==> config.mk <==
export PLATFORM = sky130hd
export DESIGN_NAME = lus_ram
export DESIGN_NICKNAME = d
export VERILOG_FILES = /design/src/sv/lu_linear_system_solver_assert.svh /design/src/sv/lus_ram.sv
export SDC_FILE = /design/constraint.sdc
export NUM_CORES = 2
export LEC_CHECK = 0
export BUFFER_PORTS_ARGS = -buffer_cell sky130_fd_sc_hd__buf_2
export CELL_PAD_IN_SITES_DETAIL_PLACEMENT = 1
export CELL_PAD_IN_SITES_GLOBAL_PLACEMENT = 1
export CORE_ASPECT_RATIO = 1.2
export CORE_MARGIN = 3
export CORE_UTILIZATION = 40
export DETAILED_ROUTE_END_ITERATION = 10
export GPL_ROUTABILITY_DRIVEN = 0
export GPL_TIMING_DRIVEN = 1
export PLACE_DENSITY_LB_ADDON = 0.1
export SLEW_MARGIN = 15
export SYNTH_ARGS = -nofsm -noshare
export SYNTH_HDL_FRONTEND = slang
export SYNTH_SLANG_ARGS = --single-unit
export TNS_END_PERCENT = 1
==> constraint.sdc <==
create_clock -name aclk -period 6.95 [get_ports aclk]
set_input_delay 0.695 -clock aclk [delete_from_list [all_inputs] [get_ports aclk]]
set_output_delay 0.695 -clock aclk [all_outputs]
set_load 0.01 [all_outputs]
==> src/sv/lu_linear_system_solver_assert.svh <==
// assertion macros for the solver rtl
`ifndef LU_LINEAR_SYSTEM_SOLVER_ASSERT_SVH
`define LU_LINEAR_SYSTEM_SOLVER_ASSERT_SVH
`ifndef ASSERT_OFF
`define LUS_ASSERT_IMP(name, ante, cons) \
    name: assert property (@(posedge aclk) disable iff (!aresetn) (ante) |-> (cons)) \
        else $error("lu solver: same-cycle check failed");
`define LUS_ASSERT_NXT(name, ante, cons) \
    name: assert property (@(posedge aclk) disable iff (!aresetn) (ante) |=> (cons)) \
        else $error("lu solver: next-cycle check failed");
`else
`define LUS_ASSERT_IMP(name, ante, cons)
`define LUS_ASSERT_NXT(name, ante, cons)
`endif
`endif

==> src/sv/lus_ram.sv <==
`default_nettype none
module lus_ram #(
    parameter int WIDTH = 32,
    parameter int DEPTH = 96,
    parameter int AW    = (DEPTH > 1) ? $clog2(DEPTH) : 1
) (
    input  wire logic             aclk,
    input  wire logic             we,
    input  wire logic [AW-1:0]    waddr,
    input  wire logic [WIDTH-1:0] wdata,
    input  wire logic [AW-1:0]    raddr,
    output logic      [WIDTH-1:0] rdata
);

    logic [WIDTH-1:0] mem [DEPTH];

    always_ff @(posedge aclk) begin
        if (we) begin
            mem[waddr] <= wdata;
        end
        rdata <= mem[raddr];
    end

endmodule
`default_nettype wire

# Yosys cells after proc, flatten, opt, wreduce, memory -nomap -nowiden
# Memories as Yosys holds them, arrays and structs flattened. A register that Yosys moved wholly into a read port is not among the register bits.
# Cells that the tools add are included.
# word_totals
regBits	0
ram_bits	3072
inputBits	48
out_inout_bits	32
word_cells	3
n_memories	1
# memory_table
memory	depth	width	rd	rd_clocked_by_memory_dff	wr	line	rtl
mem	96	32	1	1	1	lus_ram.sv:15	logic [WIDTH-1:0] mem [DEPTH];
# classes
muxes	2
# ops
cell	n
two-way mux 1 bit	2

# Depth between registers and ports, before layout
# logic_depth
word_depth	2
mapped_depth	12
mapped_depth_nobuf	6

# Worst setup path after synthesis
# No wires, ideal clock.
# synth_path
path_kind	input -> register
startpoint	in waddr[5]
endpoint	mem mem[50][0] (enable)
setup_ns	0.461
t_arrival_ns	3.429
t_required_ns	6.489
path_slack_ns	3.060
cell_stages	3
n_path_buf	0
cell_sequence	nor2b_1 > nand3_1 > nor3_1
# synth_lines
element	line	rtl
start, declared	lus_ram.sv:9	input wire logic [AW-1:0] waddr,
end, declared	lus_ram.sv:15	
# Straight into the memory's write port.

==> metrics.txt <==
outcome=finished clean; Post-layout nets=~5.7k; clk_lat worst skew=0.90 ns; Clock Path Buffers=4; Initial Utilization=about two fifths; pre-CTS setup slack=roughly 2.1 ns; clk slew on worst S/H paths=about 0.06 ns; ranking of synthesized cells by area=edfxtp_1, mux4_2, mux2i_1; syn_area_per_cell=22.4 um^2; Async SR Flop Fraction=0%; flops & latches, synth=around 3.1k; setup bufs post-CTS=0; Slew HR=between 10% and 20%; Clock Sinks=between 3k and 4k; initial antenna violation count=32; DR vias=roughly 60k; die area=0.302 mm^2; commonest cells in the netlist=edfxtp_1, mux4_2, mux2i_1, nor2_1, a22oi_1; DR iter-0 viols=roughly 7k; fraction of layout cells with a size suffix above 1=between 20 and 30%; Setup Total Neg Slack=0 ns; Pre-antenna DRT Iters=6; final slew viol count=0; final hold vios=0; DIE HEIGHT=roughly 600 um; H-tree depth reported by CTS=5; drt wl/cell=roughly 40 um; Worst Hold Depth=1; VDD IR max=0.000205 V; HPWL Detailed=approximately 230,000 um; setup ws final=approximately 3.0 ns; Max Cap Viol=0; Num CTS Buffers=between 300 and 400; Fmax=0.252 GHz; worst min path class=input pin to register; PwrDens=a little under 300 mW/mm^2; R2R cell count=6; type of element launching the critical path=input pin; largest net degree at the start of global routing=97; Core Box Area=0.294 mm^2; CP Class=input pin to register; io pins=80; sequential share of the synthesized area=around four fifths; Final period util=57.1%; first-pass GRT wire length=~530,000 um; ys flop type=edfxtp_1; clock tree from TritonCTS=done; DRT antenna net count=0; clk root buf=clkbuf_16; Inst Count DP=slightly above 9k; area added between synthesis and finish=14.3%; share of the synthesized area in the top cell type=roughly 78%; Syn Inst Count=between 5k and 6k; vias in the first global route=just over 60k; Required @ worst endpoint=~7.6 ns; post-route insts no fill=just under 10k; LEAKAGE=about 42 nW; DIE WIDTH=around 500 um; clk_skew=around 0.059 ns; RSZ-0062 raised after global routing=false; Routed WL=just under 400,000 um; Synth Warn #=0; I/O Buffers=between 70 and 80; Core Rows=between 200 and 250; area leader, netlist=edfxtp_1; Synth Cell Area=0.118 mm^2; Setup Viol. Count Final=0; EDFF count, synth=between 3k and 4k; Tmin final=~4.0 ns; total grt overflow=0; Worst Tran Pin Value=~1.2 ns; Critical Path Fanout Max=75; CP arrival=4.64 ns; top-count cell post-synth=edfxtp_1; # DRC=0; Netlist cell types=between 50 and 60; GRT Util Overall=approximately a quarter; syn_nets=between 5k and 6k; vias per cell=6.04; Setup crit end kind=register
==> stage by stage <==
stage | hold WS (ns) | utilization (%) | area (um^2) | total power [mW]
2_1_floorplan | 0.648 | - | 118000 | 22.1
3_5_place_dp | 0.839 | 42.5 | 125000 | 23.3
4_1_cts | 0.0363 | 46.0 | 135000 | 40.2
5_1_grt | 0.0570 | 46.0 | 135000 | 41.0
3_3_place_gp | 0.844 | 42.5 | 125000 | 23.2
6_report | 0.0935 | 46.0 | 135000 | 39.8
==> state kept, by name, indices dropped and copies added (netlist names) <==
| register | flops |
|---|---|
| mem | 3072 |
| rdata | 32 |
==> worst paths after layout <==
kind                   start  slack (ns)          end
hold reg to reg   mem[4][15]        0.84    rdata[15]
setup reg to reg  mem[31][0]        3.86     rdata[0]
hold / removal     wdata[31]        0.09  mem[26][31]
setup / recovery    raddr[0]        2.98     rdata[0]
==> critical path, cell delays in order <==
cell     delay [ns]
buf_12         0.42
buf_12         0.53
mux4_2         0.59
mux2i_1        0.71
o32ai_2        0.14
buf_4          0.22
nor4_1         0.62
nand3_1        0.30
==> timing repair <==
item	CTS	global route
gates resized for setup	0	0
hold buffers	1	0
endpoints found under the hold margin	1	0
==> power breakdown <==
group / internal, mW / switching, mW
Sequential: 20.7 / 0.0763
Clock: 9.68 / 7.29
Combinational: 0.659 / 1.45
==> area by class of cell <==
cell class	instances	area, um^2
tap	3850	4820
inverter	3	13.8
timing repair buffer	349	2780
antenna	18	45.0
clock buffer	421	8850
sequential	3104	92900
fill	26400	159000
multi-input combinational	1895	24600
clock inverter	157	1280
==> cells by family (layout without fill, tap and decap cells) <==
logic type,after synthesis,count (layout),share of synthesized area (%)
mux,991,991,15.5
simple gates,437,437,1.73
buf+inv,280,930,1.47
compound gates,467,467,2.79
other cells,0,18,0
flops,3104,3104,78.5
==> cell usage in the layout, fill, tap and decap left out, drive strengths merged, types with 10 or more instances in the layout <==
cell type  synthesis  final
edfxtp          3072   3072
a31oi             13     13
a22oi            126    126
a22o              31     31
mux2              21     21
diode              0     18
o21ai             32     32
and2              11     11
nor4              10     10
o221ai            17     17
nor2b             34     34
o22ai             87     87
nand2             97     97
mux2i            300    300
nand3             68     68
bufinv             0     19
a221oi            41     41
a211oi            28     28
clkbuf            97    421
buf              180    348
clkinv             1    127
dfxtp             32     32
mux4             670    670
or3               12     12
nor3              36     36
nor2             132    132
nand2b            13     13
a21oi             60     60
==> per-layer routing <==
layer / wire length, um / GRT usage [%]
met5: 84 / 0
met4: 12300 / 7.29
met3: 23200 / 3.64
met2: 199000 / 43.9
met1: 159000 / 34.9
Note: power is estimated with default switching activity, not from simulation.
