--- config.mk ---
export PLATFORM = sky130hd
export DESIGN_NAME = lus_mul
export DESIGN_NICKNAME = d
export VERILOG_FILES = /design/src/sv/lu_linear_system_solver_assert.svh /design/src/sv/lus_pkg.sv /design/src/sv/lus_mul.sv
export SDC_FILE = /design/constraint.sdc
export NUM_CORES = 2
export LEC_CHECK = 0
export BUFFER_PORTS_ARGS = -buffer_cell sky130_fd_sc_hd__buf_2
export CAP_MARGIN = 15
export CORE_ASPECT_RATIO = 0.75
export CORE_MARGIN = 5
export CORE_UTILIZATION = 52
export CTS_BUF_LIST = sky130_fd_sc_hd__clkbuf_4 sky130_fd_sc_hd__clkbuf_8
export CTS_CLUSTER_DIAMETER = 50
export CTS_CLUSTER_SIZE = 40
export DETAILED_ROUTE_END_ITERATION = 6
export PLACE_DENSITY = 0.67
export SYNTH_ARGS = -nofsm -noshare
export SYNTH_HDL_FRONTEND = slang
export SYNTH_SLANG_ARGS = --single-unit
--- constraint.sdc ---
create_clock -name aclk -period 32.2 [get_ports aclk]
set_clock_uncertainty 0.05 [all_clocks]
set_input_delay 3.22 -clock aclk [delete_from_list [all_inputs] [get_ports aclk]]
set_output_delay 3.22 -clock aclk [all_outputs]
set_load 0.05 [all_outputs]
--- src/sv/lu_linear_system_solver_assert.svh ---
// assertion macros for the solver rtl
`ifndef LU_LINEAR_SYSTEM_SOLVER_ASSERT_SVH
`define LU_LINEAR_SYSTEM_SOLVER_ASSERT_SVH
`ifndef ASSERT_OFF
`define LUS_ASSERT_IMP(name, ante, cons) \
    name: assert property (@(posedge aclk) disable iff (!aresetn) (ante) |-> (cons)) \
        else $error("lu solver: same-cycle check failed");
`define LUS_ASSERT_NXT(name, ante, cons) \
    name: assert property (@(posedge aclk) disable iff (!aresetn) (ante) |=> (cons)) \
        else $error("lu solver: next-cycle check failed");
`else
`define LUS_ASSERT_IMP(name, ante, cons)
`define LUS_ASSERT_NXT(name, ante, cons)
`endif
`endif

--- src/sv/lus_pkg.sv ---
`default_nettype none
package lus_pkg;

    localparam int MAX_UNKNOWNS_DEF = 8;
    localparam int MAX_RHS_DEF      = 4;
    localparam int VALUE_WIDTH_DEF  = 32;
    localparam int FRAC_BITS        = 16;

    localparam int IN_W       = 32;
    localparam int OUT_W      = 32;
    localparam int ROW_IDX_W  = 3;
    localparam int COL_IDX_W  = 2;
    localparam int S_TDATA_W  = 32;
    localparam int M_TDATA_W  = 40;
    localparam int CFG_ADDR_W = 1;
    localparam int CFG_DATA_W = 4;

    localparam logic [CFG_ADDR_W-1:0] CFG_SIZE = 1'b0;
    localparam logic [CFG_ADDR_W-1:0] CFG_RHS  = 1'b1;

    localparam logic [3:0] SIZE_RST = 4'd2;
    localparam logic [2:0] RHS_RST  = 3'd1;

    typedef struct packed {
        logic busy;
        logic done;
    } lus_div_stat_t;

endpackage
`default_nettype wire

--- src/sv/lus_mul.sv ---
`default_nettype none
module lus_mul #(
    parameter int W = 32
) (
    input  wire logic         aclk,
    input  wire logic [W-1:0] a,
    input  wire logic [W-1:0] b,
    output logic      [W-1:0] p
);
    import lus_pkg::*;

    localparam int MW = 2 * W + 1 - FRAC_BITS;
    localparam logic [W-1:0] VMAX = {1'b0, {(W-1){1'b1}}};
    localparam logic [W-1:0] VMIN = {1'b1, {(W-1){1'b0}}};

    logic [W-1:0]   ua, ub;
    logic [2*W-1:0] prod_reg;
    logic           neg_reg;
    logic [2*W:0]   rl;
    logic [MW-1:0]  mag;
    logic           over_n;
    logic           big_p;

    assign ua = a[W-1] ? (~a + 1'b1) : a;
    assign ub = b[W-1] ? (~b + 1'b1) : b;

    // stage one: magnitude product
    always_ff @(posedge aclk) begin
        prod_reg <= ua * ub;
        neg_reg  <= a[W-1] ^ b[W-1];
    end

    // stage two: round half away from zero, then saturate
    assign rl     = {1'b0, prod_reg} + (2*W+1)'(1 << (FRAC_BITS - 1));
    assign mag    = rl[2*W:FRAC_BITS];
    assign big_p  = |mag[MW-1:W-1];
    assign over_n = (|mag[MW-1:W]) | (mag[W-1] & (|mag[W-2:0]));

    always_ff @(posedge aclk) begin
        if (neg_reg) begin
            p <= over_n ? VMIN : (~mag[W-1:0] + 1'b1);
        end else begin
            p <= big_p ? VMAX : mag[W-1:0];
        end
    end

endmodule
`default_nettype wire

=== Word-level counts from Yosys, hierarchy flattened ===
Index checks and enable logic that the tools add are counted.
Widths: inputs -> output; s select.

* Reduce and logical (&&, ||, !) cells: 3
* Multiply operators: 1
* Muxes and demuxes: 5
* Add/sub/neg operators: 4
* Bitwise gates (word level): 6

{| class="wikitable"
|+ Operator list
! cell !! number
|-
| $mux 32 || 5
|-
| $add 32x1->32 const B || 3
|-
| $not 32->32 || 3
|-
| $add 64x16->65 const B || 1
|-
| $mul 32x32->64 || 1
|-
| $reduce_or 31->1 || 1
|-
| $reduce_or 18->1 || 1
|-
| $reduce_or 17->1 || 1
|-
| $and 1x1->1 || 1
|-
| $or 1x1->1 || 1
|-
| $xor 1x1->1 || 1
|}

* Output and inout port bits: 32
* Flip-flop bits (word level): 97

=== Longest topological paths before layout ===
* Depth in word-level cells: 6
* Mapped depth: 37

=== Worst setup path before layout ===
No wires, ideal clock.

* Path type: input -> register
* Start point: input a[0]
* End point: register prod_reg[57]
* Stages on the path: 33
* Setup slack: 19,632 ps
* Path buffers: 3
* Arrival: 12,400 ps
* Cell sequence: clkbuf_1 inv_1 clkbuf_1 ha_1 nand2_1 or3_1 or4_1 nor2_1 inv_1 o41a_1 xor2_1 clkbuf_1 nand2_1 fa_1 fa_1 fa_1 fa_1 inv_1 fa_1 inv_1 fa_1 fa_1 fa_1 inv_1 ha_1 a21oi_1 o21a_1 or4b_2 nor3_1 nor3_1 o31a_1 a31o_2 xnor2_1

* Cells in the longest elaborated chain, start to end: 4

{| class="wikitable"
|+ Ends and longest elaborated chain
! item !! line !! text
|-
| start: declaration || lus_mul.sv:6 || <nowiki>input wire logic [W-1:0] a,</nowiki>
|-
| $not 32->32 || lus_mul.sv:24 || <nowiki>assign ua = a[W-1] ? (~a + 1'b1) : a;</nowiki>
|-
| $add 32x1->32 || lus_mul.sv:24 ||
|-
| $mux 32 * || lus_mul.sv:24 ||
|-
| $mul 32x32->64 * || lus_mul.sv:29 || <nowiki>prod_reg <= ua * ub;</nowiki>
|-
| end signal: assignment || lus_mul.sv:29 ||
|-
| end: declaration || lus_mul.sv:17 || <nowiki>logic [2*W-1:0] prod_reg;</nowiki>
|}

Mark *: on every way between the ends. The rest lies on a longest branch, timed or not.

=== Worst setup path after layout ===
* Start point: input b[0]
* End point: register prod_reg[60]

* Cells in the longest elaborated chain, start to end: 4

{| class="wikitable"
|+ Ends and longest elaborated chain
! item !! line !! text
|-
| start: declaration || lus_mul.sv:7 || <nowiki>input wire logic [W-1:0] b,</nowiki>
|-
| $not 32->32 || lus_mul.sv:25 || <nowiki>assign ub = b[W-1] ? (~b + 1'b1) : b;</nowiki>
|-
| $add 32x1->32 || lus_mul.sv:25 ||
|-
| $mux 32 * || lus_mul.sv:25 ||
|-
| $mul 32x32->64 * || lus_mul.sv:29 ||
|}

Marks and branches as above.

==> results.rst <==
.. list-table::
   :header-rows: 1

   * - Metric
     - Value
   * - Xor and xnor area share after synthesis
     - 5.190%
   * - Worst path max stage delay
     - 690 ps
   * - Combined area of all synthesized cells
     - about 37000 sq um
   * - Flip-flop cell with the highest count after synthesis
     - dfxtp_1
   * - Total core area
     - 71360 sq um
   * - Routed vias
     - around 31000
   * - Endpoint class of the critical path
     - flip-flop
   * - Total Wirelength
     - 125300 um
   * - Final net count
     - 5552
   * - Horizontal extent of the die
     - ~320 um
   * - Post-synthesis share of cell area spent on and, or, nand and nor gates
     - between 15 and 20%
   * - Routability congestion estimate
     - between 1 and 1.5
   * - WL/cell
     - 23.64 um
   * - Share of async-settable or async-resettable flops after synthesis
     - 0%
   * - Most frequent cells in the layout
     - fa_1 (895), inv_1 (894), nor2_1 (596)
   * - Number of buffers inserted for hold repair after clock tree synthesis
     - 0
   * - Period minus WS final
     - around 14000 ps
   * - Class of the most critical hold timing path
     - reg -> reg
   * - Setup violation total in the final timing report
     - 0
   * - Clock transition at the register clock pins on the worst setup and hold paths after CTS
     - around 80 ps
   * - Net count after synthesis
     - around 5500
   * - Number of instances in the synthesized netlist
     - about 4300
   * - WS Path Type
     - in -> reg
   * - Cell depth of the worst flop-to-flop path
     - 10
   * - Routed metal-1 wire length
     - 49660 um
   * - Arrival time worst endpoint
     - approximately 14000 ps
   * - Register-to-Register Setup Slack
     - roughly 27000 ps
   * - Setup Total Neg Slack
     - 0 ps
   * - Number of enable-type register cells in the synthesized netlist
     - 0
   * - Unrepaired setup endpoints after global routing
     - no
   * - Number of distinct standard cells referenced by the synthesized netlist
     - slightly above 80
   * - Share of cell area taken by muxes after synthesis
     - less than 1%
   * - Highest routed metal layer
     - met5
   * - Max-slew violation count
     - 0
   * - Max reg flops
     - between 40 and 50
   * - Residual DRC
     - 0
   * - Synth Area in Compound Gates
     - about 5.8%
   * - Die height
     - approximately 240 um
   * - Number of buffers added on ports
     - between 90 and 100
   * - Half-perimeter wire length of the detailed placement result
     - 100600 um
   * - Final Hold Violating Endpoints
     - 0
   * - Number of global-route vias before repair
     - ~31000
   * - FF-to-FF Start
     - prod_reg[23]
   * - Placement row count
     - 85
   * - Total Die Area
     - just under 80000 sq um
   * - Worst Path Required
     - ~32000 ps
   * - Synthesis-to-layout area growth
     - 6.622%
   * - Maximum clock insertion buffer count
     - 2
   * - Iteration-0 DRC Markers
     - between 2000 and 3000
   * - Sequential area share after synthesis
     - between 4 and 5%
   * - Total CTS buffers
     - 9
   * - Pin count of the biggest net entering global routing
     - 36
   * - Routed met2 length
     - approximately 50000 um
   * - Number of antenna violations at the first check in global routing
     - 8
   * - Tightest Pin Transition
     - around 1200 ps
   * - CP startpoint kind
     - input port
   * - Cts repair resizes
     - 0
   * - Ratio of routed vias to standard cells
     - between 5 and 6
   * - Post-CTS repair timing setup buffer count
     - 0
   * - Maximum capacitance violations
     - 0
   * - Share of the cycle needed by the critical path after routing
     - between 40% and 50%
   * - Most common cell after layout, fill and taps aside
     - fa_1
   * - Beginning of the worst hold path
     - prod_reg[26]
   * - Result of the run
     - complete, no violations
   * - Synth Register Bits
     - 82
   * - GR Overflow Total
     - 0
   * - Count of fill cells added during filler insertion
     - 6536
   * - GRT Util Overall
     - between 30 and 40%
   * - H-tree depth reported by CTS
     - 3
   * - Normalized max-slew margin
     - 17.87%
   * - Maximum net fanout on the critical path
     - 24
   * - Hold endpoint
     - p[10]
   * - Mapped Avg Cell Area
     - about 8.7 sq um
   * - Latest clock arrival within the worst-skew pair
     - 390 ps
   * - Num Clock Sinks
     - just over 80
   * - Most frequent cell on the critical path
     - fa_1
   * - Slowest cell on the critical path
     - a31oi_1
   * - Ys Warns
     - 0
   * - Adder-Cell Fraction of Synth Area
     - a little under three fifths
   * - Initial core utilization
     - around 52%
   * - Cell count of the worst hold path
     - 2
   * - CTS tree
     - done
   * - Fmax
     - ~70 MHz
   * - Wire length of the first global-routing pass
     - a little under 200000 um
   * - Remaining antenna violation count
     - 0
   * - IO Count
     - slightly below 100
   * - Dominant combinational cell family by area after synthesis
     - adder cells
   * - Worst r2r dst
     - p[4]
   * - Met3 wirelength from detailed routing
     - between 15000 and 20000 um
   * - Clk Tree Root Cell
     - clkbuf_8
   * - Share of cells above drive strength 1
     - under 10%
   * - Router iterations before antenna repair
     - 6
[worst max-delay path: cells and delay by family]
kind / cells / cell delay, ps
buffers and inverters: 7 / 1410
XOR/XNOR: 2 / 690
AO/OA/AOI/OAI: 6 / 2490
AND/OR/NAND/NOR: 7 / 1610
adder cells (fa/ha/maj): 10 / 4720
[synth_stat cells, types with 6 or more instances]
library cell	count	area, sq um
a31oi_1	15	93.84
nand2b_1	13	81.33
nand4_1	32	200.2
o31ai_1	16	120.1
o41ai_1	7	61.31
nor4_1	19	118.9
a21oi_1	71	355.3
fa_1	895	17920
a31o_2	6	52.55
nor2_1	596	2237
o31a_1	10	87.58
o21bai_1	10	75.07
a221oi_1	24	210.2
or4_1	10	75.07
o211ai_1	8	60.06
buf_2	12	60.06
nor3_1	36	180.2
o21ai_0	66	330.3
dfxtp_1	82	1642
nand2_1	562	2110
and2_1	27	168.9
clkbuf_1	185	694.4
a21o_1	30	225.2
or3_1	15	93.84
xor2_1	103	902.1
and3_1	14	87.58
xnor2_1	114	998.5
and4_1	11	96.34
ha_1	264	3303
inv_1	894	3356
nand3_1	47	235.2
a211oi_1	11	82.58
o21a_1	8	60.06
or2_2	7	43.79
[per-stage QoR]
stage                     cells  hold WS [ps]  area (sq um)  setup WS, ps  utilization (%)
final                      5299         700.1         39710         18210            55.64
after global routing       5293         720.7         39690         17860            55.62
after CTS                  5289         698.9         39680         18470            55.61
after detailed placement   5273         678.6         39440         18070            55.27
after global placement     5272         684.6         39430         17520            55.25
after floorplan            4302         613.8         37240         19630                -
[logic make-up after synthesis]
logic type                 count (synthesis)
muxes                                      7
AOI/OAI and AO/OA                        317
buffers and inverters                   1097
and+or+nand+nor                         1421
xor gates and xnor gates                 219
adders and majority gates               1159
DFF                                       82
[area by class of cell]
| class | count | area, sq um | share of cell area [%] |
|---|---|---|---|
| sequential | 82 | 1642 | 4.134 |
| clock buffer | 11 | 138.9 | 0.3497 |
| clock inverter | 5 | 102.6 | 0.2584 |
| inverter | 894 | 3356 | 8.451 |
| tap | 957 | 1197 | 3.015 |
| antenna | 9 | 22.52 | 0.05672 |
| multi-input combinational | 3123 | 31860 | 80.23 |
| timing repair buffer | 218 | 1394 | 3.510 |
[how the worst max path moves through the flow]
stage	start	end	slack [ps]	cells past startpoint
3_3_place_gp	b[2]	prod_reg[60]	17520	31
3_5_place_dp	b[0]	prod_reg[60]	18070	32
4_1_cts	b[0]	prod_reg[60]	18470	32
6_report	b[0]	prod_reg[60]	18210	32
2_1_floorplan	a[0]	prod_reg[57]	19630	33
5_1_grt	b[0]	prod_reg[60]	17860	32
[metal layers]
| metal | GRT usage, % | up-vias |
|---|---|---|
| met5 | 0 | - |
| met4 | 12.17 | 4 |
| met3 | 12.55 | 349 |
| met2 | 46.06 | 1919 |
| met1 | 46.05 | 15340 |
| li1 | - | 12980 |
Power is not shown: default switching activity piles up to over one toggle a cycle in this logic, so the estimate is an artifact.
