### src/sv/lu_linear_system_solver_assert.svh
// assertion macros for the solver rtl
`ifndef LU_LINEAR_SYSTEM_SOLVER_ASSERT_SVH
`define LU_LINEAR_SYSTEM_SOLVER_ASSERT_SVH
`ifndef ASSERT_OFF
`define LUS_ASSERT_IMP(name, ante, cons) \
    name: assert property (@(posedge aclk) disable iff (!aresetn) (ante) |-> (cons)) \
        else $error("lu solver: same-cycle check failed");
`define LUS_ASSERT_NXT(name, ante, cons) \
    name: assert property (@(posedge aclk) disable iff (!aresetn) (ante) |=> (cons)) \
        else $error("lu solver: next-cycle check failed");
`else
`define LUS_ASSERT_IMP(name, ante, cons)
`define LUS_ASSERT_NXT(name, ante, cons)
`endif
`endif

### src/sv/lus_pkg.sv
`default_nettype none
package lus_pkg;

    localparam int MAX_UNKNOWNS_DEF = 8;
    localparam int MAX_RHS_DEF      = 4;
    localparam int VALUE_WIDTH_DEF  = 32;
    localparam int FRAC_BITS        = 16;

    localparam int IN_W       = 32;
    localparam int OUT_W      = 32;
    localparam int ROW_IDX_W  = 3;
    localparam int COL_IDX_W  = 2;
    localparam int S_TDATA_W  = 32;
    localparam int M_TDATA_W  = 40;
    localparam int CFG_ADDR_W = 1;
    localparam int CFG_DATA_W = 4;

    localparam logic [CFG_ADDR_W-1:0] CFG_SIZE = 1'b0;
    localparam logic [CFG_ADDR_W-1:0] CFG_RHS  = 1'b1;

    localparam logic [3:0] SIZE_RST = 4'd2;
    localparam logic [2:0] RHS_RST  = 3'd1;

    typedef struct packed {
        logic busy;
        logic done;
    } lus_div_stat_t;

endpackage
`default_nettype wire

### src/sv/lus_div.sv
`default_nettype none
module lus_div #(
    parameter int W = 32
) (
    input  wire logic                  aclk,
    input  wire logic                  aresetn,
    input  wire logic                  start,
    input  wire logic [W-1:0]          a,
    input  wire logic [W-1:0]          b,
    output logic      [W-1:0]          q,
    output lus_pkg::lus_div_stat_t     stat
);
    import lus_pkg::*;

    localparam int NB  = W + FRAC_BITS;
    localparam int QCW = $clog2(NB + 1);
    localparam logic [W-1:0] VMAX = {1'b0, {(W-1){1'b1}}};
    localparam logic [W-1:0] VMIN = {1'b1, {(W-1){1'b0}}};

    typedef enum logic [2:0] {
        D_IDLE = 3'b001,
        D_RUN  = 3'b010,
        D_FIN  = 3'b100
    } dstate_t;

    dstate_t        state_reg, state_next;
    logic [QCW-1:0] cnt_reg;
    logic [NB-1:0]  num_reg;
    logic [W-1:0]   rem_reg;
    logic [W-1:0]   ub_reg;
    logic           neg_reg;
    logic           done_reg;
    logic [W-1:0]   ua, ub;
    logic [W:0]     sh;
    logic           ge;
    logic [W:0]     sub;
    logic           rnd;
    logic [NB:0]    q1;
    logic           big_p, over_n;
    logic [W-1:0]   qsat;

    assign ua = a[W-1] ? (~a + 1'b1) : a;
    assign ub = b[W-1] ? (~b + 1'b1) : b;

    // one quotient bit per cycle
    assign sh  = {rem_reg, num_reg[NB-1]};
    assign ge  = sh >= {1'b0, ub_reg};
    assign sub = sh - {1'b0, ub_reg};

    assign rnd    = {rem_reg, 1'b0} >= {1'b0, ub_reg};
    assign q1     = {1'b0, num_reg} + (NB+1)'(rnd);
    assign big_p  = |q1[NB:W-1];
    assign over_n = (|q1[NB:W]) | (q1[W-1] & (|q1[W-2:0]));
    assign qsat   = neg_reg ? (over_n ? VMIN : (~q1[W-1:0] + 1'b1))
                            : (big_p ? VMAX : q1[W-1:0]);

    always_comb begin
        state_next = state_reg;
        case (state_reg)
            D_IDLE: begin
                if (start && (ub != '0)) begin
                    state_next = D_RUN;
                end
            end
            D_RUN: begin
                if (cnt_reg == QCW'(1)) begin
                    state_next = D_FIN;
                end
            end
            D_FIN: begin
                state_next = D_IDLE;
            end
            default: begin
                state_next = D_IDLE;
            end
        endcase
    end

    always_ff @(posedge aclk) begin
        if (!aresetn) begin
            state_reg <= D_IDLE;
            done_reg  <= 1'b0;
        end else begin
            state_reg <= state_next;
            done_reg  <= (state_reg == D_FIN) || ((state_reg == D_IDLE) && start && (ub == '0));
        end
    end

    always_ff @(posedge aclk) begin
        case (state_reg)
            D_IDLE: begin
                if (start) begin
                    num_reg <= {ua, FRAC_BITS'(0)};
                    rem_reg <= '0;
                    ub_reg  <= ub;
                    neg_reg <= a[W-1] ^ b[W-1];
                    cnt_reg <= QCW'(NB);
                    // zero divisor saturates with the dividend's sign
                    if (ub == '0) begin
                        q <= a[W-1] ? VMIN : VMAX;
                    end
                end
            end
            D_RUN: begin
                rem_reg <= ge ? sub[W-1:0] : sh[W-1:0];
                num_reg <= {num_reg[NB-2:0], ge};
                cnt_reg <= cnt_reg - 1'b1;
            end
            D_FIN: begin
                q <= qsat;
            end
            default: begin
            end
        endcase
    end

    assign stat.busy = (state_reg != D_IDLE);
    assign stat.done = done_reg;

endmodule
`default_nettype wire

### config.mk
export PLATFORM = sky130hd
export DESIGN_NAME = lus_div
export DESIGN_NICKNAME = d
export VERILOG_FILES = /design/src/sv/lu_linear_system_solver_assert.svh /design/src/sv/lus_pkg.sv /design/src/sv/lus_div.sv
export SDC_FILE = /design/constraint.sdc
export NUM_CORES = 1
export LEC_CHECK = 0
export BUFFER_PORTS_ARGS = -buffer_cell sky130_fd_sc_hd__buf_2
export CAP_MARGIN = 20
export CELL_PAD_IN_SITES_DETAIL_PLACEMENT = 0
export CELL_PAD_IN_SITES_GLOBAL_PLACEMENT = 1
export CORE_ASPECT_RATIO = 0.7
export CORE_MARGIN = 2
export CORE_UTILIZATION = 51
export CTS_CLUSTER_SIZE = 25
export DETAILED_ROUTE_END_ITERATION = 16
export PLACE_DENSITY = 0.88
export SLEW_MARGIN = 40
export SYNTH_ARGS = -nofsm -noshare
export SYNTH_HDL_FRONTEND = slang
export SYNTH_SLANG_ARGS = --single-unit
### constraint.sdc
create_clock -name aclk -period 10.3 [get_ports aclk]
set_input_delay 0.515 -clock aclk [delete_from_list [all_inputs] [get_ports aclk]]
set_output_delay 0.515 -clock aclk [all_outputs]
set_load 0.1 [all_outputs]
Yosys cells after proc, flatten, opt, wreduce, memory -nomap -nowiden --
Cells that the tools add are included. Widths: inputs -> output; s select.
Storage, ports and cells: output and inout port bits 34, word-level logic and storage cells 65, bits in registers 155
Operators by class: equal/unequal tests 9, bitwise gates (word level) 6, reduce and logical (&&, ||, !) cells 15, $lt $le $gt $ge 2, multiplexer cells 19, add/sub/neg operators 6
Operator list (count):
- $mux 32 | 10
- $pmux 32 s2 | 2
- $add 32x1->32 const B | 3
- $not 32->32 | 3
- $pmux 48 s2 | 1
- $ge 33x32->1 | 2
- $add 48x1->49 | 1
- $mux 48 | 1
- $logic_not 32->1 | 1
- $reduce_bool 32->1 | 1
- $sub 32x32->32 | 1
- $reduce_or 31->1 | 1
- $reduce_or 18->1 | 1
- $reduce_or 17->1 | 1
- $pmux 6 s2 | 1
- $eq 6x1->1 const B | 1
- $mux 3 | 2
- $mux 6 | 1
- $ne 2x2->1 const B | 3
- $pmux 3 s2 | 1
- $reduce_and 2->1 | 3
- $sub 6x1->6 const B | 1
- $reduce_bool 2->1 | 2
- $eq 3x1->1 const B | 1
- 10 further kinds | 12

Depth between registers and ports, before layout --
Gate-level depths: netlist of the first run.
depth in word-level cells 8, depth in mapped cells 29, depth with buffers taken out 25

Worst setup path before layout of the first run --
Ideal clock, no wire load.
kind reg-to-reg, start register rem_reg[9], end register q[28], data pin, data required time 10.120 ns, buffers on the path 2, data arrival time 5.088 ns, clock period less this slack 5.268 ns, setup slack 5.032 ns, stages on the path, launching flop included 24, cell sequence edfxtp_1 > ha_1 > clkbuf_1 > a21o_1 > a21o_1 > a21oi_1 > and2_1 > a221oi_1 > o21ai_0 > a21oi_1 > nor2_1 > o21ai_0 > ha_1 > ha_1 > nand3_1 > nor3_1 > mux2i_1 > a32oi_1 > or4_4 > or3_1 > buf_2 > or3_1 > and3_1 > o41ai_2
On the way: longest elaborated chain between the ends 8, elaborated cells on any way between the ends 13, classes of those cells add/sub: 2; order compare: 1; mux: 4; bitwise: 3; reduce/logical: 3
RTL lines:
- from (decl) | line lus_div.sv:29 | logic [W-1:0] rem_reg;
- from (signal assigned) | line lus_div.sv:105 | rem_reg <= ge ? sub[W-1:0] : sh[W-1:0];
- $ge 33x32->1 * | line lus_div.sv:50 | assign rnd = {rem_reg, 1'b0} >= {1'b0, ub_reg};
- $add 48x1->49 * | line lus_div.sv:51 | assign q1 = {1'b0, num_reg} + (NB+1)'(rnd);
- branches (longest 4 deep; another with $add 32x1->32)
- $mux 32 * | line lus_div.sv:54 | assign qsat = neg_reg ? (over_n ? VMIN : (~q1[W-1:0] + 1'b1))
- $pmux 32 s2 * | line lus_div.sv:90 | case (state_reg)
- to (signal assigned) | line lus_div.sv:100 | q <= a[W-1] ? VMIN : VMAX;
- to (signal assigned) | line lus_div.sv:110 | q <= qsat;
- to (decl) | line lus_div.sv:10 | output logic [W-1:0] q,
Every way passes the cells marked *. A chain may end at the register's enable or synchronous reset.

Final worst setup path of the first run --
start register rem_reg[17], end register q[8], data pin
Same word-level chain as after synthesis.

==> impl_metrics.csv, run 1 <==
group,metric,value,unit
synth,synth.most_common_cell,"edfxtp_1",
synth,synth_mux_area_share,2.81,%
routing,viasPerCell,6.09,
min_path,hold_class,"in2reg",
synth,synth_ff_type,"edfxtp_1",
synth,synth-simple-area-share,22.7,%
pwr,p_switching,573,µW
routing,vias,10300,
synth,synthArstFlopShare,0,%
synth,syn_avg_cell_area,9.11,µm²
timing,maxSlewHeadroom,47.1,%
synth,yosys.area.top_type,"edfxtp_1",
synth,synth_compound_area_share,16.8,%
setup_path,cp.arrival,7.27,ns
pwr,p_leak,4.86,nW
synth,syn-num-nets,1405,
setup_path,path_class,"reg2reg",
timing,setup_violations,0,
die,row_count,46,
final_layout,stdcell_area,13200,µm²
synth,synth_edf_count,151,
clock_tree,post_cts_resized,0,
final_layout,antenna_cells,0,
clock_tree,tritoncts,"done",
synth,yosysUniqueCellTypes,76,
synth,synth_top_family_by_area,"simple AND/OR/NAND/NOR gates",
timing,min_period,7.01,ns
timing,period_share,68.0,%
die,die_h,131,µm
final_layout,final_layout_size_suffix_gt1_share,12.4,%
synth,yosysWarnings,0,
pwr,vdd_drop_max,0.125,mV
final_layout,fillers,2050,
synth,synth-xor-area-share,10.1,%
timing,clock_skew,0.0144,ns
final_layout,multi_input_area,6750,µm²
synth,syn-cell-area,11800,µm²
clock_tree,cts_hold_buffers,0,
synth,synthTopCellsByCount,"edfxtp_1 (151), nand2_1 (111), nor2_1 (94), o21ai_0 (94), xnor2_1 (74)",
final_layout,largest_reg_flops,48,
global_route,grt_max_degree,87,
placed_design,placed_cell_area,12600,µm²
routing,drtAntennaViolNets,0,
timing,fmax,0.143,GHz
placed_design,dp_hpwl,23.9,mm
job,maxCapViolations,0,
clock_tree,cts_buffers,17,
die,floorplan.die_area,24400,µm²
pwr,comb_power_share,21.7,%
final_layout,stdcell_count,1688,
timing,finalHoldViolCount,0,
pwr,finalPower,1.87,mW
synth,ys_seq_area_share,39.0,%
die,core-area,22700,µm²
clock_tree,clk_path_buf_depth,2,
final_layout,nets,1470,
timing,tightest_slew,0.787,ns
timing,setup_tns,0,ns
final_layout,areaGrowthSynthToFinish,11.4,%
pwr,intPower,1.29,mW
clock_tree,clkLatencyLatePin,0.44,ns
pwr,p_sw_share,30.7,%
global_route,grt_pass1_wl,50.8,mm
setup_path,start_kind,"flop",
placed_design,port_buffers,100,
clock_tree,clkTransAtPathRegs,0.07,ns
synth,synthCells,1298,
routing,drt-wirelength-per-cell,18.9,µm
synth,synth.area.top_cells,"edfxtp_1 (38%), xnor2_1 (5.5%), xor2_1 (4.6%)",
timing,rsz0062_at_grt,"false",
setup_path,worstSetupEndpointType,"flop",
die,ios,101,
global_route,grt_pass1_vias,9161,
timing,slew_viol_final,0,
final_layout,utilization,58.0,%
routing,drc_errors,0,
clock_tree,cts_max_level,4,
routing,firstDrtPassIters,6,
routing,drt_iter0_markers,1258,
placed_design,place.gp.congestion,0.909,
final_layout,seq_area,4610,µm²
placed_design,place_inst,1656,
routing,drt_wl_total,31.8,mm
pwr,clkPwrFrac,35.7,%
clock_tree,cts_setup_buffers,0,
die,start_util,52.0,%
global_route,grt.total_usage,26.5,%
clock_tree,root_buffer,"clkbuf_16",
global_route,antenna_found_initial,0,
outcome,status,"complete, no violations",
global_route,overflow,0,
pwr,seq_power_share,42.7,%
pwr,powerDensity,142,nW/µm²
setup_path,cp_max_fo,18,
die,die_x,186,µm
clock_tree,cts.sinks,155,
synth,synth-seq-cells,155,
synth,synth_top_area_share,38.3,%
synth,synthAdderAreaFrac,4.29,%
setup_path,required,10.57,ns
[area by class of cell]
type / instances / area share [%]
multi-input cells: 1017 / 51.2
flip-flops and latches: 155 / 35.0
repair buffers: 108 / 4.31
clock buffers: 18 / 3.26
well taps: 312 / 2.96
inverters: 64 / 1.82
clock inverters: 14 / 1.39
[placed cells by master (no fill, tap or decap), types with 14 or more instances in the layout]
master,instances
and3_1,21
nor4_1,25
buf_2,100
and2_1,24
mux2i_1,31
nand4_1,29
edfxtp_1,151
o21ai_0,94
nor2_1,94
a21o_1,23
xor2_1,62
clkbuf_16,17
nand3_1,54
nand2b_1,14
ha_1,39
or3_1,26
o31ai_1,19
xnor2_1,74
nor3_1,28
a21oi_1,57
or4_1,16
inv_1,64
nand2_1,110
[stage by stage]
step	worst slack, ns	hold WS (ns)
floorplan	5.03	0.532
finish	3.29	0.293
global placement	3.60	0.544
CTS	3.41	0.273
global route	2.69	0.312
detailed placement	3.48	0.551
[critical path: stages, from the launching register on]
cell and delay [ns]:
edfxtp_1 0.39, ha_1 0.41, a21o_1 0.16, a21o_1 0.14, a2111oi_0 0.13, o41ai_1 0.48
o21ai_0 0.15, a21oi_1 0.31, nor2_1 0.06, o21ai_0 0.13, ha_1 0.29, ha_1 0.50
nand3_1 0.22, nor3_1 0.65, mux2i_1 0.32, a32oi_1 0.12, or4_4 0.63, or3_1 0.48
o31ai_4 0.27, and2_1 0.61, a21oi_1 0.16, o211ai_1 0.20
[worst paths after layout]
kind	depth (start not counted)	from	to	slack [ns]
max	21	rem_reg[17]	q[8]	3.29
min	2	aresetn	state_reg[0]	0.29
max reg2reg	21	rem_reg[17]	q[8]	3.29
min reg2reg	1	num_reg[0]	num_reg[1]	0.57
[per-layer routing]
metal | routed length, µm | GRT usage, % | part of all wire, %
met1 | 16200 | 44.7 | 51
met4 | 259 | 5.25 | 0.81
met5 | 0 | 0 | 0
met2 | 12200 | 33.4 | 38
met3 | 3110 | 5.82 | 9.8
[power groups by stage]
stage | Combinational [mW] | Sequential (mW) | Clock (mW)
final | 0.405 | 0.796 | 0.666
after floorplan | 0.305 | 0.783 | 0
after global placement | 0.392 | 0.806 | 0
after CTS | 0.399 | 0.793 | 0.677
after detailed placement | 0.397 | 0.807 | 0
after global routing | 0.448 | 0.801 | 0.698
[cells by family after synthesis]
group	count (synthesis)
fa+ha+maj	40
simple gates	505
flops	155
buf+inv	126
xor+xnor	136
compound gates	303
mux	33
Note: power is estimated with default switching activity, not from simulation.
==> run 2: changes to the inputs <==
--- a/config.mk
+++ b/config.mk
@@ -11,10 +11,10 @@
 export CELL_PAD_IN_SITES_GLOBAL_PLACEMENT = 1
 export CORE_ASPECT_RATIO = 0.7
 export CORE_MARGIN = 2
-export CORE_UTILIZATION = 51
+export CORE_UTILIZATION = 47
 export CTS_CLUSTER_SIZE = 25
 export DETAILED_ROUTE_END_ITERATION = 16
-export PLACE_DENSITY = 0.88
+export PLACE_DENSITY = 0.82
 export SLEW_MARGIN = 40
 export SYNTH_ARGS = -nofsm -noshare
 export SYNTH_HDL_FRONTEND = slang
==> constraint.sdc (replaced) <==
create_clock -name aclk -period 6.7 [get_ports aclk]
set_input_delay 0.335 -clock aclk [delete_from_list [all_inputs] [get_ports aclk]]
set_output_delay 0.335 -clock aclk [all_outputs]
set_load 0.1 [all_outputs]
==> run 2 against run 1 <==
Effect of this change:
- cell count is 1.5% higher
- largest cell class unchanged
- clock power grew 49%
- power grew 52%
- highest routed layer unchanged
- via count decreased by 0.89%
==> impl_metrics.csv, run 2 (synthesized netlist as in run 1, its figures left out) <==
group,metric,value,unit
pwr,clkPwrFrac,35.0,%
pwr,comb_power_share,21.9,%
clock_tree,cts.sinks,155,
routing,wl_met3,2.08,mm
timing,rsz0062_at_grt,"false",
timing,clock_skew,0.00857,ns
timing,worst_slack,0.449,ns
setup_path,crit_slowest_cell,"a2111oi_1",
timing,tightest_slew,0.760,ns
routing,drt-wirelength-per-cell,18.4,µm
setup_path,cp.arrival,6.51,ns
setup_path,cp_slowest_stage_delay,0.52,ns
timing,maxSlewHeadroom,49.3,%
die,row_count,48,
global_route,grt_pass1_vias,9068,
die,floorplan.die_area,26500,µm²
min_path,hold_class,"in2reg",
setup_path,critPathLaunch,"rem_reg[17]",
routing,drt_iter0_markers,927,
clock_tree,cts_setup_buffers,0,
setup_path,cp-endpoint,"q[12]",
timing,slew_viol_final,0,
final_layout,areaGrowthSynthToFinish,12.6,%
clock_tree,tritoncts,"done",
timing,hold_slack,0.111,ns
placed_design,dp_hpwl,23.9,mm
timing,fmax,0.160,GHz
clock_tree,clk_path_buf_depth,2,
routing,viasPerCell,5.94,
pwr,p_switching,929,µW
placed_design,port_buffers,100,
pwr,vdd_drop_max,0.201,mV
job,maxCapViolations,0,
setup_path,path_cells,"ha_1 > a21o_1 > a21o_1 > a2111oi_1 > o41ai_1 > o21ai_0 > a21oi_1 > nor2_1 > o21ai_0 > ha_1 > ha_1 > buf_4 > and3_1 > or3_1 > a32oi_2 > nand4_1 > or4_4 > or3_1 > o31ai_4 > and2_1 > buf_4 > a21oi_1 > o221ai_1",
clock_tree,clkLatencyLatePin,0.44,ns
routing,drt-met1-wl,16.8,mm
pwr,powerDensity,213,nW/µm²
timing,min_period,6.25,ns
final_layout,final_cell_mix,"edfxtp_1 (151), nand2_1 (110), buf_2 (100)",
clock_tree,post_cts_resized,0,
die,ios,101,
setup_path,cp_max_fo,18,
routing,drtAntennaViolNets,0,
routing,wl_met2,12.4,mm
die,die_h,137,µm
die,start_util,47.9,%
pwr,p_sw_share,32.8,%
routing,firstDrtPassIters,5,
placed_design,placed_cell_area,12700,µm²
final_layout,largest_reg_flops,48,
setup_path,start_kind,"flop",
placed_design,pre_cts_ws,0.371,ns
final_layout,antenna_cells,0,
pwr,p_leak,4.94,nW
final_layout,stdcell_area,13300,µm²
routing,drc_errors,0,
setup_path,r2r_start,"rem_reg[17]",
global_route,overflow,0,
die,die_x,194,µm
pwr,intPower,1.91,mW
global_route,grt_max_degree,87,
outcome,status,"complete, no violations",
clock_tree,root_buffer,"clkbuf_16",
die,core-area,24700,µm²
final_layout,nets,1483,
final_layout,final_common_cell,"edfxtp_1",
routing,vias,10200,
timing,setup_violations,0,
final_layout,final_layout_size_suffix_gt1_share,13.5,%
pwr,seq_power_share,43.0,%
global_route,antenna_found_initial,0,
clock_tree,cts_buffers,17,
routing,drt_wl_total,31.6,mm
placed_design,place.gp.congestion,0.861,
setup_path,cp_common_cell,"ha_1",
setup_path,path_class,"reg2reg",
final_layout,fillers,2264,
clock_tree,cts_max_level,4,
timing,finalHoldViolCount,0,
setup_path,worstSetupEndpointType,"flop",
global_route,grt.total_usage,24.0,%
setup_path,reg2reg_depth,23,
setup_path,regToRegEndpoint,"q[12]",
setup_path,ff2ff_setup_slack,0.45,ns
timing,period_share,93.3,%
clock_tree,cts_hold_buffers,0,
clock_tree,clkTransAtPathRegs,0.08,ns
routing,top_layer_used,"met4",
setup_path,required,6.96,ns
global_route,grt_pass1_wl,50.1,mm
timing,setup_tns,0,ns
[run 2: through the flow]
stage | total power, mW | util, % | instances
final | 2.83 | 53.9 | 1714
after global routing | 2.97 | 53.9 | 1714
after floorplan | 1.67 | - | 1298
after global placement | 1.84 | 51.2 | 1680
after CTS | 2.85 | 53.8 | 1714
after detailed placement | 1.85 | 51.3 | 1682
[run 2: power by group through the flow]
| stage | combinational, mW | sequential, mW | clock [mW] |
|---|---|---|---|
| after floorplan | 0.469 | 1.20 | 0 |
| after global placement | 0.605 | 1.24 | 0 |
| after detailed placement | 0.612 | 1.24 | 0 |
| after CTS | 0.615 | 1.22 | 1.01 |
| after global routing | 0.691 | 1.23 | 1.05 |
| final | 0.622 | 1.22 | 0.993 |
[run 2: layout make-up]
type                            count  area [µm²]  area share [%]
Sequential cell                   155        4610            34.7
Multi-Input combinational cell   1017        6760            50.7
Clock inverter                     15         194            1.46
Clock buffer                       17         425            3.19
Tap cell                          325         407            3.05
Timing Repair Buffer              121         679            5.10
Inverter                           64         240            1.80
[run 2: routing by layer]
metal | vias to the layer above | track usage, %
li1 | 5005 | -
met1 | 4844 | 39.3
met2 | 307 | 32.0
met3 | 25 | 3.97
met4 | 0 | 5.22
met5 | - | 0
[run 2: worst min path at each step]
stage,from,to,slack [ns],cells past startpoint
after floorplan,aresetn,state_reg[0],0.41,1
after global placement,aresetn,state_reg[0],0.55,2
after detailed placement,num_reg[0],num_reg[1],0.55,1
after CTS,aresetn,state_reg[0],0.09,2
after global routing,aresetn,state_reg[0],0.11,2
final,aresetn,state_reg[0],0.11,2
[run 2: worst max-delay path: cells and delay by family, from the launching register on]
| kind | cells | cell delay [ns] |
|---|---|---|
| compound gates | 11 | 2.42 |
| fa+ha+maj | 3 | 0.95 |
| buf+inv | 2 | 0.42 |
| flops | 1 | 0.40 |
| simple gates | 7 | 1.89 |
